===== config.mk =====
export PLATFORM = sky130hd
export DESIGN_NAME = texture_mip_layout_stepper_core
export DESIGN_NICKNAME = d
export VERILOG_FILES = /design/src/rtl/tmls_pkg.sv /design/src/rtl/tmls_regs.sv /design/src/rtl/tmls_ctrl.sv /design/src/rtl/tmls_dp.sv /design/src/rtl/texture_mip_layout_stepper_core.sv
export SDC_FILE = /design/constraint.sdc
export NUM_CORES = 2
export LEC_CHECK = 0
export BUFFER_PORTS_ARGS = -buffer_cell sky130_fd_sc_hd__buf_2
export CAP_MARGIN = 25
export CORE_MARGIN = 3
export CORE_UTILIZATION = 55
export DETAILED_ROUTE_END_ITERATION = 10
export PLACE_DENSITY = 0.78
export REMOVE_ABC_BUFFERS = 1
export SYNTH_ARGS = -nofsm -noshare
export SYNTH_HDL_FRONTEND = slang
export SYNTH_SLANG_ARGS = --single-unit

===== constraint.sdc =====
create_clock -name i_clk -period 6.4 [get_ports i_clk]
set_input_delay 0 -clock i_clk [delete_from_list [all_inputs] [get_ports i_clk]]
set_output_delay 0 -clock i_clk [all_outputs]
set_load 0.005 [all_outputs]

===== src/rtl/tmls_pkg.sv =====
// ----------------------------------------------------------------------------
// tmls_pkg
// Shared constants, register map codes and control structs for the texture
// mip layout stepper.
// ----------------------------------------------------------------------------
package tmls_pkg;

    // Walk limits
    localparam int MAX_DIM         = 16384;
    localparam int MAX_SLICES      = 2048;
    localparam int MAX_LEVELS      = 15;
    localparam int OFFSET_BITS_DEF = 40;

    // Field widths
    localparam int MODE_W   = 2;
    localparam int BPP_W    = 8;
    localparam int DIM_W    = 15;
    localparam int DEPTH_W  = 12;
    localparam int CNT_W    = 12;
    localparam int LVL_W    = 4;
    localparam int SLC_W    = 11;
    localparam int BYTE40_W = 40;
    localparam int PITCH_W  = 19;

    // Internal datapath widths (exact products)
    localparam int ROW_W   = 20;
    localparam int BYTES_W = ROW_W + DIM_W;
    localparam int VOL_W   = BYTES_W + DEPTH_W;
    localparam int WIDE_W  = 65;

    // APB
    localparam int APB_DW = 64;
    localparam int APB_AW = 6;

    // Register indexes
    localparam logic [2:0] REG_BLOCK_MODE   = 3'd0;
    localparam logic [2:0] REG_BITS_PER_PIX = 3'd1;
    localparam logic [2:0] REG_IMAGE_WIDTH  = 3'd2;
    localparam logic [2:0] REG_IMAGE_HEIGHT = 3'd3;
    localparam logic [2:0] REG_IMAGE_DEPTH  = 3'd4;
    localparam logic [2:0] REG_SLICE_COUNT  = 3'd5;
    localparam logic [2:0] REG_LEVEL_COUNT  = 3'd6;
    localparam logic [2:0] REG_SIZE_LIMIT   = 3'd7;

    // Block modes
    localparam logic [MODE_W-1:0] BM_LINEAR = 2'd0;
    localparam logic [MODE_W-1:0] BM_BC8    = 2'd1;
    localparam logic [MODE_W-1:0] BM_BC16   = 2'd2;

    typedef struct packed {
        logic [MODE_W-1:0]   block_mode;
        logic [BPP_W-1:0]    bits_per_pixel;
        logic [DIM_W-1:0]    image_width;
        logic [DIM_W-1:0]    image_height;
        logic [DEPTH_W-1:0]  image_depth;
        logic [CNT_W-1:0]    slice_count;
        logic [LVL_W-1:0]    level_count;
        logic [BYTE40_W-1:0] size_limit;
    } t_cfg;

    typedef struct packed {
        logic latch;     // capture request payload
        logic row_en;    // row pitch / row count stage
        logic bytes_en;  // bytes per depth slice stage
        logic vol_en;    // bytes times depth stage
        logic commit;    // update walk state, load result register
    } t_dp_cmd;

endpackage


===== src/rtl/tmls_regs.sv =====
// ----------------------------------------------------------------------------
// tmls_regs
// APB configuration registers, 64-bit data, register i at byte 8*i.
// ----------------------------------------------------------------------------
module tmls_regs (
    input  logic                             i_clk,
    input  logic                             i_rst_n,
    input  logic                             psel,
    input  logic                             penable,
    input  logic                             pwrite,
    input  logic [tmls_pkg::APB_AW-1:0]      paddr,
    input  logic [tmls_pkg::APB_DW-1:0]      pwdata,
    output logic [tmls_pkg::APB_DW-1:0]      prdata,
    output logic                             pready,
    output tmls_pkg::t_cfg                   o_cfg
);

    tmls_pkg::t_cfg r_cfg;
    logic [2:0]     w_idx;
    logic           w_wr;

    assign w_idx  = paddr[5:3];
    assign w_wr   = psel && penable && pwrite;
    assign pready = 1'b1;
    assign o_cfg  = r_cfg;

    always_ff @(posedge i_clk) begin
        if (!i_rst_n) begin
            r_cfg.block_mode     <= tmls_pkg::BM_LINEAR;
            r_cfg.bits_per_pixel <= 8'd32;
            r_cfg.image_width    <= 15'd1;
            r_cfg.image_height   <= 15'd1;
            r_cfg.image_depth    <= 12'd1;
            r_cfg.slice_count    <= 12'd1;
            r_cfg.level_count    <= 4'd1;
            r_cfg.size_limit     <= 40'd0;
        end else if (w_wr) begin
            case (w_idx)
                tmls_pkg::REG_BLOCK_MODE:   r_cfg.block_mode     <= pwdata[1:0];
                tmls_pkg::REG_BITS_PER_PIX: r_cfg.bits_per_pixel <= pwdata[7:0];
                tmls_pkg::REG_IMAGE_WIDTH:  r_cfg.image_width    <= pwdata[14:0];
                tmls_pkg::REG_IMAGE_HEIGHT: r_cfg.image_height   <= pwdata[14:0];
                tmls_pkg::REG_IMAGE_DEPTH:  r_cfg.image_depth    <= pwdata[11:0];
                tmls_pkg::REG_SLICE_COUNT:  r_cfg.slice_count    <= pwdata[11:0];
                tmls_pkg::REG_LEVEL_COUNT:  r_cfg.level_count    <= pwdata[3:0];
                tmls_pkg::REG_SIZE_LIMIT:   r_cfg.size_limit     <= pwdata[39:0];
                default: ;
            endcase
        end
    end

    always_comb begin
        case (w_idx)
            tmls_pkg::REG_BLOCK_MODE:   prdata = 64'(r_cfg.block_mode);
            tmls_pkg::REG_BITS_PER_PIX: prdata = 64'(r_cfg.bits_per_pixel);
            tmls_pkg::REG_IMAGE_WIDTH:  prdata = 64'(r_cfg.image_width);
            tmls_pkg::REG_IMAGE_HEIGHT: prdata = 64'(r_cfg.image_height);
            tmls_pkg::REG_IMAGE_DEPTH:  prdata = 64'(r_cfg.image_depth);
            tmls_pkg::REG_SLICE_COUNT:  prdata = 64'(r_cfg.slice_count);
            tmls_pkg::REG_LEVEL_COUNT:  prdata = 64'(r_cfg.level_count);
            tmls_pkg::REG_SIZE_LIMIT:   prdata = 64'(r_cfg.size_limit);
            default:                    prdata = '0;
        endcase
    end

endmodule


===== src/rtl/tmls_ctrl.sv =====
// ----------------------------------------------------------------------------
// tmls_ctrl
// Sequencer: steps one request through the datapath stages and owns the
// result valid flag.
// ----------------------------------------------------------------------------
module tmls_ctrl (
    input  logic              i_clk,
    input  logic              i_rst_n,
    input  logic              i_in_valid,
    output logic              o_in_stall,
    output logic              o_out_valid,
    input  logic              i_out_stall,
    output tmls_pkg::t_dp_cmd o_cmd
);

    localparam logic [2:0] ST_IDLE  = 3'd0;
    localparam logic [2:0] ST_ROW   = 3'd1;
    localparam logic [2:0] ST_BYTES = 3'd2;
    localparam logic [2:0] ST_VOL   = 3'd3;
    localparam logic [2:0] ST_FIN   = 3'd4;

    logic [2:0] r_state, n_state;
    logic       r_out_valid, n_out_valid;
    logic       w_commit, w_accept;

    // Result register is free or being drained this cycle
    assign w_commit    = (r_state == ST_FIN) && (!r_out_valid || !i_out_stall);
    assign o_in_stall  = !((r_state == ST_IDLE) || w_commit);
    assign w_accept    = i_in_valid && !o_in_stall;
    assign o_out_valid = r_out_valid;

    assign o_cmd.latch    = w_accept;
    assign o_cmd.row_en   = (r_state == ST_ROW);
    assign o_cmd.bytes_en = (r_state == ST_BYTES);
    assign o_cmd.vol_en   = (r_state == ST_VOL);
    assign o_cmd.commit   = w_commit;

    always_comb begin
        case (r_state)
            ST_IDLE:  n_state = w_accept ? ST_ROW : ST_IDLE;
            ST_ROW:   n_state = ST_BYTES;
            ST_BYTES: n_state = ST_VOL;
            ST_VOL:   n_state = ST_FIN;
            ST_FIN:   n_state = w_commit ? (w_accept ? ST_ROW : ST_IDLE) : ST_FIN;
            default:  n_state = ST_IDLE;
        endcase
        n_out_valid = w_commit || (r_out_valid && i_out_stall);
    end

    always_ff @(posedge i_clk) begin
        if (!i_rst_n) begin
            r_state     <= ST_IDLE;
            r_out_valid <= 1'b0;
        end else begin
            r_state     <= n_state;
            r_out_valid <= n_out_valid;
        end
    end

endmodule


===== src/rtl/tmls_dp.sv =====
// ----------------------------------------------------------------------------
// tmls_dp
// Layout datapath: walk state, staged size arithmetic with saturation and
// the result register.
// ----------------------------------------------------------------------------
module tmls_dp #(
    parameter int OFFSET_BITS = tmls_pkg::OFFSET_BITS_DEF
) (
    input  logic                              i_clk,
    input  logic                              i_rst_n,
    input  tmls_pkg::t_cfg                    i_cfg,
    input  tmls_pkg::t_dp_cmd                 i_cmd,
    input  logic                              i_start_req,
    input  logic [tmls_pkg::BYTE40_W-1:0]     i_base_offset,
    output logic                              o_entry_valid,
    output logic [tmls_pkg::SLC_W-1:0]        o_slice_index,
    output logic [tmls_pkg::LVL_W-1:0]        o_level_index,
    output logic [tmls_pkg::BYTE40_W-1:0]     o_entry_offset,
    output logic [tmls_pkg::BYTE40_W-1:0]     o_level_bytes,
    output logic [tmls_pkg::PITCH_W-1:0]      o_row_pitch,
    output logic [tmls_pkg::BYTE40_W-1:0]     o_depth_pitch,
    output logic [tmls_pkg::BYTE40_W-1:0]     o_next_offset,
    output logic                              o_last,
    output logic                              o_overflow
);

    localparam int DW = tmls_pkg::DIM_W;
    localparam int XW = tmls_pkg::WIDE_W;
    localparam logic [XW-1:0] OFF_MAX_X = (XW'(1) << OFFSET_BITS) - XW'(1);
    localparam logic [DW-1:0] MAX_DIM_V = DW'(tmls_pkg::MAX_DIM);
    localparam logic [tmls_pkg::CNT_W-1:0] MAX_SLC_V = tmls_pkg::CNT_W'(tmls_pkg::MAX_SLICES);
    localparam logic [tmls_pkg::LVL_W-1:0] MAX_LVL_V = tmls_pkg::LVL_W'(tmls_pkg::MAX_LEVELS);
    localparam logic [tmls_pkg::ROW_W-1:0] PITCH_MAX = tmls_pkg::ROW_W'({tmls_pkg::PITCH_W{1'b1}});

    // Walk state
    logic [DW-1:0]                    r_cur_w, n_cur_w;
    logic [DW-1:0]                    r_cur_h, n_cur_h;
    logic [tmls_pkg::DEPTH_W-1:0]     r_cur_d, n_cur_d;
    logic [OFFSET_BITS-1:0]           r_run, n_run;
    logic [tmls_pkg::SLC_W-1:0]       r_slice, n_slice;
    logic [tmls_pkg::LVL_W-1:0]       r_level, n_level;
    logic                             r_active, n_active;

    // Request latch and stage registers
    logic                             r_start;
    logic [tmls_pkg::BYTE40_W-1:0]    r_base;
    logic [tmls_pkg::ROW_W-1:0]       r_row, n_row;
    logic [DW-1:0]                    r_rows, n_rows;
    logic [tmls_pkg::BYTES_W-1:0]     r_bytes;
    logic [tmls_pkg::VOL_W-1:0]       r_vol;
    logic                             r_bytes_big;
    logic [tmls_pkg::BYTE40_W-1:0]    r_lbytes;

    // Result register
    logic                             r_o_ev, n_o_ev;
    logic [tmls_pkg::SLC_W-1:0]       r_o_slc, n_o_slc;
    logic [tmls_pkg::LVL_W-1:0]       r_o_lvl, n_o_lvl;
    logic [tmls_pkg::BYTE40_W-1:0]    r_o_eoff, n_o_eoff;
    logic [tmls_pkg::BYTE40_W-1:0]    r_o_lb, n_o_lb;
    logic [tmls_pkg::PITCH_W-1:0]     r_o_rp, n_o_rp;
    logic [tmls_pkg::BYTE40_W-1:0]    r_o_dp, n_o_dp;
    logic [tmls_pkg::BYTE40_W-1:0]    r_o_noff, n_o_noff;
    logic                             r_o_last, n_o_last;
    logic                             r_o_ovf, n_o_ovf;

    logic                             w_bc;
    logic [DW+1:0]                    w_blk_w;
    logic [22:0]                      w_lin;
    logic                             w_bytes_big;
    logic [XW-1:0]                    w_vol_sat, w_sum, w_next, w_start_x;
    logic                             w_ovf, w_lvl_end, w_slc_end, w_fin;
    logic [tmls_pkg::CNT_W-1:0]       w_eff_slc;
    logic [tmls_pkg::LVL_W-1:0]       w_eff_lvl;
    logic [DW-1:0]                    w_load_w, w_load_h;

    // Row stage: bytes per row and number of (block) rows
    always_comb begin
        w_bc    = (i_cfg.block_mode == tmls_pkg::BM_BC8) ||
                  (i_cfg.block_mode == tmls_pkg::BM_BC16);
        w_blk_w = ((DW+2)'(r_cur_w) + (DW+2)'(3)) >> 2;
        w_lin   = 23'(r_cur_w) * 23'(i_cfg.bits_per_pixel) + 23'd7;
        if (w_bc) begin
            if (i_cfg.block_mode == tmls_pkg::BM_BC8) begin
                n_row = tmls_pkg::ROW_W'(w_blk_w) << 3;
            end else begin
                n_row = tmls_pkg::ROW_W'(w_blk_w) << 4;
            end
            n_rows = DW'(((DW+2)'(r_cur_h) + (DW+2)'(3)) >> 2);
        end else begin
            n_row  = tmls_pkg::ROW_W'(w_lin >> 3);
            n_rows = r_cur_h;
        end
    end

    assign w_bytes_big = (XW'(r_bytes) > OFF_MAX_X);

    always_ff @(posedge i_clk) begin
        if (i_cmd.latch) begin
            r_start <= i_start_req;
            r_base  <= i_base_offset;
        end
        if (i_cmd.row_en) begin
            r_row  <= n_row;
            r_rows <= n_rows;
        end
        if (i_cmd.bytes_en) begin
            r_bytes <= tmls_pkg::BYTES_W'(r_row) * tmls_pkg::BYTES_W'(r_rows);
        end
        if (i_cmd.vol_en) begin
            r_vol       <= tmls_pkg::VOL_W'(r_bytes) * tmls_pkg::VOL_W'(r_cur_d);
            r_bytes_big <= w_bytes_big && (r_cur_d != '0);
            r_lbytes    <= w_bytes_big ? tmls_pkg::BYTE40_W'(OFF_MAX_X)
                                       : tmls_pkg::BYTE40_W'(r_bytes);
        end
    end

    // Commit: saturating offset sum, limit check, walk advance
    always_comb begin
        w_vol_sat = (r_bytes_big || (XW'(r_vol) > OFF_MAX_X)) ? OFF_MAX_X : XW'(r_vol);
        w_sum     = XW'(r_run) + w_vol_sat;
        w_next    = (w_sum > OFF_MAX_X) ? OFF_MAX_X : w_sum;
        w_ovf     = (i_cfg.size_limit != '0) && (w_next > XW'(i_cfg.size_limit));
        w_start_x = (XW'(r_base) > OFF_MAX_X) ? OFF_MAX_X : XW'(r_base);

        w_eff_slc = (i_cfg.slice_count > MAX_SLC_V) ? MAX_SLC_V : i_cfg.slice_count;
        w_eff_lvl = (i_cfg.level_count > MAX_LVL_V) ? MAX_LVL_V : i_cfg.level_count;
        w_lvl_end = ((tmls_pkg::LVL_W+1)'(r_level) + (tmls_pkg::LVL_W+1)'(1)) >=
                    (tmls_pkg::LVL_W+1)'(w_eff_lvl);
        w_slc_end = (tmls_pkg::CNT_W'(r_slice) + tmls_pkg::CNT_W'(1)) >= w_eff_slc;
        w_fin     = w_lvl_end && w_slc_end;

        w_load_w  = (i_cfg.image_width  > MAX_DIM_V) ? MAX_DIM_V : i_cfg.image_width;
        w_load_h  = (i_cfg.image_height > MAX_DIM_V) ? MAX_DIM_V : i_cfg.image_height;

        n_cur_w  = r_cur_w;
        n_cur_h  = r_cur_h;
        n_cur_d  = r_cur_d;
        n_run    = r_run;
        n_slice  = r_slice;
        n_level  = r_level;
        n_active = r_active;

        n_o_ev   = 1'b0;
        n_o_slc  = '0;
        n_o_lvl  = '0;
        n_o_eoff = '0;
        n_o_lb   = '0;
        n_o_rp   = '0;
        n_o_dp   = '0;
        n_o_noff = tmls_pkg::BYTE40_W'(r_run);
        n_o_last = 1'b0;
        n_o_ovf  = 1'b0;

        if (r_start) begin
            n_run    = w_start_x[OFFSET_BITS-1:0];
            n_slice  = '0;
            n_level  = '0;
            n_cur_w  = w_load_w;
            n_cur_h  = w_load_h;
            n_cur_d  = i_cfg.image_depth;
            n_active = (i_cfg.slice_count != '0) && (i_cfg.level_count != '0);
            n_o_noff = tmls_pkg::BYTE40_W'(w_start_x);
        end else if (r_active) begin
            n_o_ev   = 1'b1;
            n_o_slc  = r_slice;
            n_o_lvl  = r_level;
            n_o_eoff = tmls_pkg::BYTE40_W'(r_run);
            n_o_lb   = r_lbytes;
            n_o_rp   = tmls_pkg::PITCH_W'((r_row > PITCH_MAX) ? PITCH_MAX : r_row);
            n_o_dp   = r_lbytes;
            n_o_noff = tmls_pkg::BYTE40_W'(w_next);
            n_o_last = w_fin || w_ovf;
            n_o_ovf  = w_ovf;
            n_run    = w_next[OFFSET_BITS-1:0];
            if (w_fin || w_ovf) begin
                n_active = 1'b0;
            end else if (w_lvl_end) begin
                n_level = '0;
                n_slice = r_slice + 1'b1;
                n_cur_w = w_load_w;
                n_cur_h = w_load_h;
                n_cur_d = i_cfg.image_depth;
            end else begin
                n_level = r_level + 1'b1;
                n_cur_w = (r_cur_w > DW'(1)) ? (r_cur_w >> 1) : DW'(1);
                n_cur_h = (r_cur_h > DW'(1)) ? (r_cur_h >> 1) : DW'(1);
                n_cur_d = (r_cur_d > 12'd1) ? (r_cur_d >> 1) : 12'd1;
            end
        end
    end

    always_ff @(posedge i_clk) begin
        if (!i_rst_n) begin
            r_cur_w  <= '0;
            r_cur_h  <= '0;
            r_cur_d  <= '0;
            r_run    <= '0;
            r_slice  <= '0;
            r_level  <= '0;
            r_active <= 1'b0;
        end else if (i_cmd.commit) begin
            r_cur_w  <= n_cur_w;
            r_cur_h  <= n_cur_h;
            r_cur_d  <= n_cur_d;
            r_run    <= n_run;
            r_slice  <= n_slice;
            r_level  <= n_level;
            r_active <= n_active;
        end
    end

    always_ff @(posedge i_clk) begin
        if (i_cmd.commit) begin
            r_o_ev   <= n_o_ev;
            r_o_slc  <= n_o_slc;
            r_o_lvl  <= n_o_lvl;
            r_o_eoff <= n_o_eoff;
            r_o_lb   <= n_o_lb;
            r_o_rp   <= n_o_rp;
            r_o_dp   <= n_o_dp;
            r_o_noff <= n_o_noff;
            r_o_last <= n_o_last;
            r_o_ovf  <= n_o_ovf;
        end
    end

    assign o_entry_valid  = r_o_ev;
    assign o_slice_index  = r_o_slc;
    assign o_level_index  = r_o_lvl;
    assign o_entry_offset = r_o_eoff;
    assign o_level_bytes  = r_o_lb;
    assign o_row_pitch    = r_o_rp;
    assign o_depth_pitch  = r_o_dp;
    assign o_next_offset  = r_o_noff;
    assign o_last         = r_o_last;
    assign o_overflow     = r_o_ovf;

endmodule


===== src/rtl/texture_mip_layout_stepper_core.sv =====
// ----------------------------------------------------------------------------
// texture_mip_layout_stepper_core
// Walks a texture's subresource layout, one subresource per request.
// ----------------------------------------------------------------------------
// Usage:
//   Program the format, top-level size, slice/level counts and size limit
//   over APB (64-bit data, register i at byte 8*i) while the block is idle.
//   Send a request with start_req=1 and a base offset to begin a walk; each
//   following request with start_req=0 returns one subresource (slice-major,
//   level-minor) with its offset, sizes, pitches and the running offset.
//   The result flagged last ends the walk; overflow also sets last.
// Sequence:
//   A request goes from acceptance to its result in the output register
//   through row pitch, bytes per slice, bytes times depth, then the
//   saturating offset add and commit. The next request is accepted on the
//   commit cycle, so only one request is in work at a time.
// Reset (synchronous, active low): registers return to defaults, the walk
//   is idle and the running offset is zero.
// Stall: a result waits in the output register while i_out_stall is high;
//   the next request still runs up to its commit and holds there until the
//   output register frees.
// ----------------------------------------------------------------------------
module texture_mip_layout_stepper_core #(
    parameter int OFFSET_BITS = tmls_pkg::OFFSET_BITS_DEF
) (
    input  logic                              i_clk,
    input  logic                              i_rst_n,
    // APB configuration
    input  logic                              psel,
    input  logic                              penable,
    input  logic                              pwrite,
    input  logic [tmls_pkg::APB_AW-1:0]       paddr,
    input  logic [tmls_pkg::APB_DW-1:0]       pwdata,
    output logic [tmls_pkg::APB_DW-1:0]       prdata,
    output logic                              pready,
    // Request channel
    input  logic                              i_in_valid,
    output logic                              o_in_stall,
    input  logic                              i_start_req,
    input  logic [tmls_pkg::BYTE40_W-1:0]     i_base_offset,
    // Result channel
    output logic                              o_out_valid,
    input  logic                              i_out_stall,
    output logic                              o_entry_valid,
    output logic [tmls_pkg::SLC_W-1:0]        o_slice_index,
    output logic [tmls_pkg::LVL_W-1:0]        o_level_index,
    output logic [tmls_pkg::BYTE40_W-1:0]     o_entry_offset,
    output logic [tmls_pkg::BYTE40_W-1:0]     o_level_bytes,
    output logic [tmls_pkg::PITCH_W-1:0]      o_row_pitch,
    output logic [tmls_pkg::BYTE40_W-1:0]     o_depth_pitch,
    output logic [tmls_pkg::BYTE40_W-1:0]     o_next_offset,
    output logic                              o_last,
    output logic                              o_overflow
);

    tmls_pkg::t_cfg    w_cfg;
    tmls_pkg::t_dp_cmd w_cmd;

    // Configuration registers; contents are live to the datapath
    tmls_regs u_regs (
        .i_clk   (i_clk),
        .i_rst_n (i_rst_n),
        .psel    (psel),
        .penable (penable),
        .pwrite  (pwrite),
        .paddr   (paddr),
        .pwdata  (pwdata),
        .prdata  (prdata),
        .pready  (pready),
        .o_cfg   (w_cfg)
    );

    // Sequencer: idle -> row -> bytes -> vol -> fin (commit)
    tmls_ctrl u_ctrl (
        .i_clk       (i_clk),
        .i_rst_n     (i_rst_n),
        .i_in_valid  (i_in_valid),
        .o_in_stall  (o_in_stall),
        .o_out_valid (o_out_valid),
        .i_out_stall (i_out_stall),
        .o_cmd       (w_cmd)
    );

    // Size arithmetic, walk state and result register
    tmls_dp #(
        .OFFSET_BITS (OFFSET_BITS)
    ) u_dp (
        .i_clk          (i_clk),
        .i_rst_n        (i_rst_n),
        .i_cfg          (w_cfg),
        .i_cmd          (w_cmd),
        .i_start_req    (i_start_req),
        .i_base_offset  (i_base_offset),
        .o_entry_valid  (o_entry_valid),
        .o_slice_index  (o_slice_index),
        .o_level_index  (o_level_index),
        .o_entry_offset (o_entry_offset),
        .o_level_bytes  (o_level_bytes),
        .o_row_pitch    (o_row_pitch),
        .o_depth_pitch  (o_depth_pitch),
        .o_next_offset  (o_next_offset),
        .o_last         (o_last),
        .o_overflow     (o_overflow)
    );

    logic w_in_acc;
    assign w_in_acc = i_in_valid && !o_in_stall;

    // One request in flight: no accept right after an accept
    a_one_in_flight: assert property (@(posedge i_clk) disable iff (!i_rst_n)
        w_in_acc |=> o_in_stall)
        else $error("request accepted while previous one still in work");

    // A result appearing in an empty output register stems from the request
    // accepted before it stepped through the row, bytes, vol and fin states
    a_result_latency: assert property (@(posedge i_clk) disable iff (!i_rst_n)
        $rose(o_out_valid) |-> $past(w_in_acc, 5))
        else $error("result without matching request");

    // Overflow always closes a real subresource entry
    a_ovf_ends_walk: assert property (@(posedge i_clk) disable iff (!i_rst_n)
        (o_out_valid && o_overflow) |-> (o_last && o_entry_valid))
        else $error("overflow without last entry");

endmodule

==> flow_metrics.tcl <==
set metrics [dict create \
    status "finished with violations" \
    violations "negative setup slack" \
    firstDrtPassIters 5 \
    wire_per_inst_um 20.55 \
    post-route-period-util 1.000 \
    io_buffers 319 \
    cts_made_buffers 60 \
    netlist_area_um2 52080 \
    rrSetupSlack_ns -0.002 \
    core_um2 93610 \
    htreeDepth 2 \
    synth.area.top_cells "fa_1 (25%), edfxtp_1 (20%), dfxtp_1 (8.1%)" \
    grt_use_total 0.3073 \
    yosys.area_share.simple 0.1789 \
    place_congestion 0.9585 \
    worstPathRequired_ns 6.97 \
    n_antenna_cell 0 \
    fin_area_um2 61960 \
    worst_pin_slew_ns 0.9496 \
    dieArea_um2 98420 \
    yosys.area.top_type "fa_1" \
    grt_pass1_wl_mm 239.2 \
    syn_inst 5534 \
    synth.area.mux_share 0.01300 \
    finalClockSkew_ns 0.03591 \
    critPathMaxFanout 26 \
    cts.path.max_buffers 3 \
    totalPowerFinal_uw 14950 \
    arrival_ns 6.97 \
    fill_cells 7197 \
    worstHoldPathType "input pin to flop" \
    synth-edff-count 345 \
    seq_area_um2 14570 \
    cp_slowest_cell "or4b_4" \
    slew_violations 0 \
    synth_ff_type "edfxtp_1" \
    setup_viol 4 \
    reg2reg_to "u_dp.r_cur_d[9]$_SDFFE_PN0P_" \
    synth_top_area_frac 0.2460 \
    totalNegativeSetupSlack_ns -0.003829 \
    crit_top_cell "buf_12" \
    irDropWorstVdd_v 0.0005437 \
    route.detailed.drc 0 \
    row_count 112 \
    end_kind "flop" \
    dp_hpwl_mm 113.6 \
    antenna_found_initial 0 \
    async_flop_share 0 \
    start_util 0.5564 \
    synthXorXnorAreaFrac 0.02388 \
    endpoint "u_dp.r_cur_d[9]$_SDFFE_PN0P_" \
    clock.fmax_mhz 156.2 \
    critPathKind "flop to flop" \
    tritoncts "built" \
    ys_seq_elements 555 \
    clock_sinks 555 \
    cpPeakStageDelay_ns 0.58 \
    fin_nets 7245 \
    grt_overflow 0 \
    die_height_um 313.7 \
    synth_top_family_by_area "adder cells" \
    slew_headroom 0.3669 \
    reg2reg_depth 30 \
    insertion_delay_ns 0.69 \
    yosysWarnings 0 \
    yosysSeqAreaShare 0.2796 \
    grt_pass1_vias 43940 \
    finalHoldViolCount 0 \
    place_area_um2 56890 \
    syn2layout_area_growth_pct 18.97 \
    worst_setup_path_start_kind "flop" \
    dp_worst_setup_slack_ns -0.4735 \
    rsz0062_at_grt "true" \
    clk_pin_slew_worst_paths_ns 0.06 \
    synth.distinct_cells 88 \
    drive_gt1_frac 0.1838 \
    synth_compound_area_frac 0.09879 \
    drv_cap 0 \
    leakage_uw 0.02890 \
    wirelength_mm 153.3 \
    antenna_left 0 \
    p_per_area_nw_per_um2 241.4 \
    avgSynthCellArea_um2 9.411 \
    root_buffer "clkbuf_16" \
    vias 42970 \
    synth_fa_ha_area_frac 0.3250 \
    fp.dieW_um 313.7 \
    period_needed_ns 6.402 \
    grt_max_degree 84 \
    fin_ws_ns -0.001762 \
    r2r_start "u_dp.r_vol[40]$_DFFE_PP_" \
    drt_iter0_drc 3835 \
    vias_per_cell 5.758 \
    multi_input_area_um2 34400 \
    crit_start "u_dp.r_vol[40]$_DFFE_PP_" \
    io_pins 382 \
]
-- synth_stat cells, drive strengths merged (7+ instances only) --
| master | count |
|---|---|
| fa | 640 |
| clkbuf | 270 |
| xnor2 | 84 |
| inv | 669 |
| o211ai | 20 |
| nand4 | 28 |
| a21o | 85 |
| mux2 | 7 |
| a211o | 12 |
| and2 | 432 |
| o31ai | 8 |
| or3 | 9 |
| o22ai | 11 |
| edfxtp | 345 |
| a211oi | 19 |
| o221ai | 23 |
| nand3 | 59 |
| nor2 | 270 |
| buf | 102 |
| xor2 | 58 |
| nor3 | 42 |
| dfxtp | 210 |
| o21bai | 18 |
| a221oi | 10 |
| nor2b | 22 |
| o2111ai | 7 |
| a22oi | 9 |
| nor4 | 30 |
| nand2b | 37 |
| a31o | 7 |
| a311oi | 20 |
| or2 | 46 |
| o21a | 25 |
| nand3b | 9 |
| nor3b | 12 |
| mux2i | 53 |
| a21oi | 242 |
| ha | 329 |
| nand2 | 938 |
| a31oi | 25 |
| a221o | 21 |
| a22o | 8 |
| and3 | 32 |
| o21ai | 157 |
-- cells in the final DEF (no fill, tap or decap), types with 19 or more instances in the layout --
| master | count |
|---|---|
| a21o_1 | 85 |
| a21oi_1 | 222 |
| a221o_1 | 21 |
| a31oi_1 | 20 |
| and2_1 | 427 |
| and3_1 | 31 |
| buf_12 | 40 |
| buf_2 | 321 |
| buf_4 | 416 |
| buf_6 | 31 |
| clkbuf_16 | 63 |
| conb_1 | 35 |
| dfxtp_1 | 207 |
| dlygate4sd3_1 | 87 |
| edfxtp_1 | 345 |
| fa_1 | 631 |
| ha_1 | 298 |
| ha_4 | 28 |
| inv_1 | 661 |
| mux2i_1 | 53 |
| nand2_1 | 932 |
| nand2b_1 | 37 |
| nand3_1 | 57 |
| nand4_1 | 28 |
| nor2_1 | 252 |
| nor2b_1 | 21 |
| nor3_1 | 36 |
| nor4_1 | 29 |
| o211ai_1 | 19 |
| o21a_1 | 24 |
| o21ai_0 | 135 |
| o221ai_1 | 21 |
| or2_2 | 33 |
| xnor2_1 | 83 |
| xor2_1 | 57 |
-- flip-flops by register name, indices dropped and copies added (netlist names), 19 cells and up --
register,count
u_dp.r_lbytes,35
u_dp.o_next_offset,40
u_dp.o_level_bytes,35
u_dp.r_run,40
u_dp.r_vol,47
u_dp.r_row,20
u_dp.o_row_pitch,19
u_regs.o_cfg,108
u_dp.r_bytes,35
u_dp.o_entry_offset,40
u_dp.r_base,40
-- cell type report --
class | instances | area share
flip-flops and latches | 555 | 0.2351
well taps | 1254 | 0.02532
clock buffers | 81 | 0.02748
multi-input cells | 3971 | 0.5552
clock inverters | 32 | 0.005008
repair buffers | 901 | 0.1112
inverters | 669 | 0.04069
-- critical path, delay by kind of cell (launching register included) --
family / cells / cell delay (ns)
adders and majority gates: 2 / 0.51
AOI/OAI and AO/OA: 10 / 2.09
buffers and inverters: 8 / 1.12
DFF: 1 / 0.39
and+or+nand+nor: 10 / 2.14
-- through the flow --
| stage | instances | hold WS, ns | utilization |
|---|---|---|---|
| 6_report | 7463 | 0.04186 | 0.6619 |
| 5_1_grt | 7463 | 0.03225 | 0.6619 |
| 4_1_cts | 7391 | 0.02056 | 0.6485 |
| 3_5_place_dp | 7143 | 0.1781 | 0.6077 |
| 3_3_place_gp | 7141 | 0.1778 | 0.6073 |
| 2_1_floorplan | 5195 | 0.05135 | - |
-- report_power, final --
part / total [uW] / internal, uW / leakage, uW / switching [uW]
registers: 4540 / 4200 / 0.00505 / 338
logic: 6840 / 3200 / 0.0229 / 3640
clock network: 3580 / 2010 / 0.000984 / 1570
-- what timing repair did --
| action | 4_1_cts | 5_1_grt |
|---|---|---|
| pin swaps | 37 | 133 |
| endpoints found under the hold margin | 170 | 5 |
| gates resized for setup | 92 | 145 |
| gates cloned | 4 | 3 |
| buffers inserted | 45 | 65 |
| endpoints found under the setup margin | 71 | 80 |
| hold buffers | 86 | 1 |
-- routing by layer --
metal  GRT usage  wire length [um]  share of wire  up-vias
met5           0                 0              0        -
met4      0.1227              6630          0.043        0
met3     0.05221             13220          0.086      445
met2      0.5207             74860           0.49     2102
met1      0.3933             58630           0.38    21270
li1            -                 -              -    19150
-- how the worst min path moves through the flow --
stage                           endpoint  slack [ns]  cells after the start               from
5_1_grt        u_dp.r_base[30]$_DFFE_PP_        0.03                      2  i_base_offset[30]
2_1_floorplan                  prdata[2]        0.05                      1           paddr[5]
4_1_cts        u_dp.r_base[34]$_DFFE_PP_        0.02                      2  i_base_offset[34]
3_3_place_gp   u_dp.r_base[23]$_DFFE_PP_        0.18                      1  i_base_offset[23]
3_5_place_dp   u_dp.r_base[21]$_DFFE_PP_        0.18                      1  i_base_offset[21]
6_report       u_dp.r_base[30]$_DFFE_PP_        0.04                      2  i_base_offset[30]
-- cells by family (layout without fill, tap and decap cells) --
logic type               count (synthesis)  in the layout
adder cells (fa/ha/maj)                969            969
AND/OR/NAND/NOR                       1982           1982
buffers and inverters                 1041           1683
AO/OA/AOI/OAI                          780            780
flip-flops                             555            555
multiplexers                            63             63
XOR/XNOR                               142            142
other                                    2             35
(Power assumes the default switching activity.)
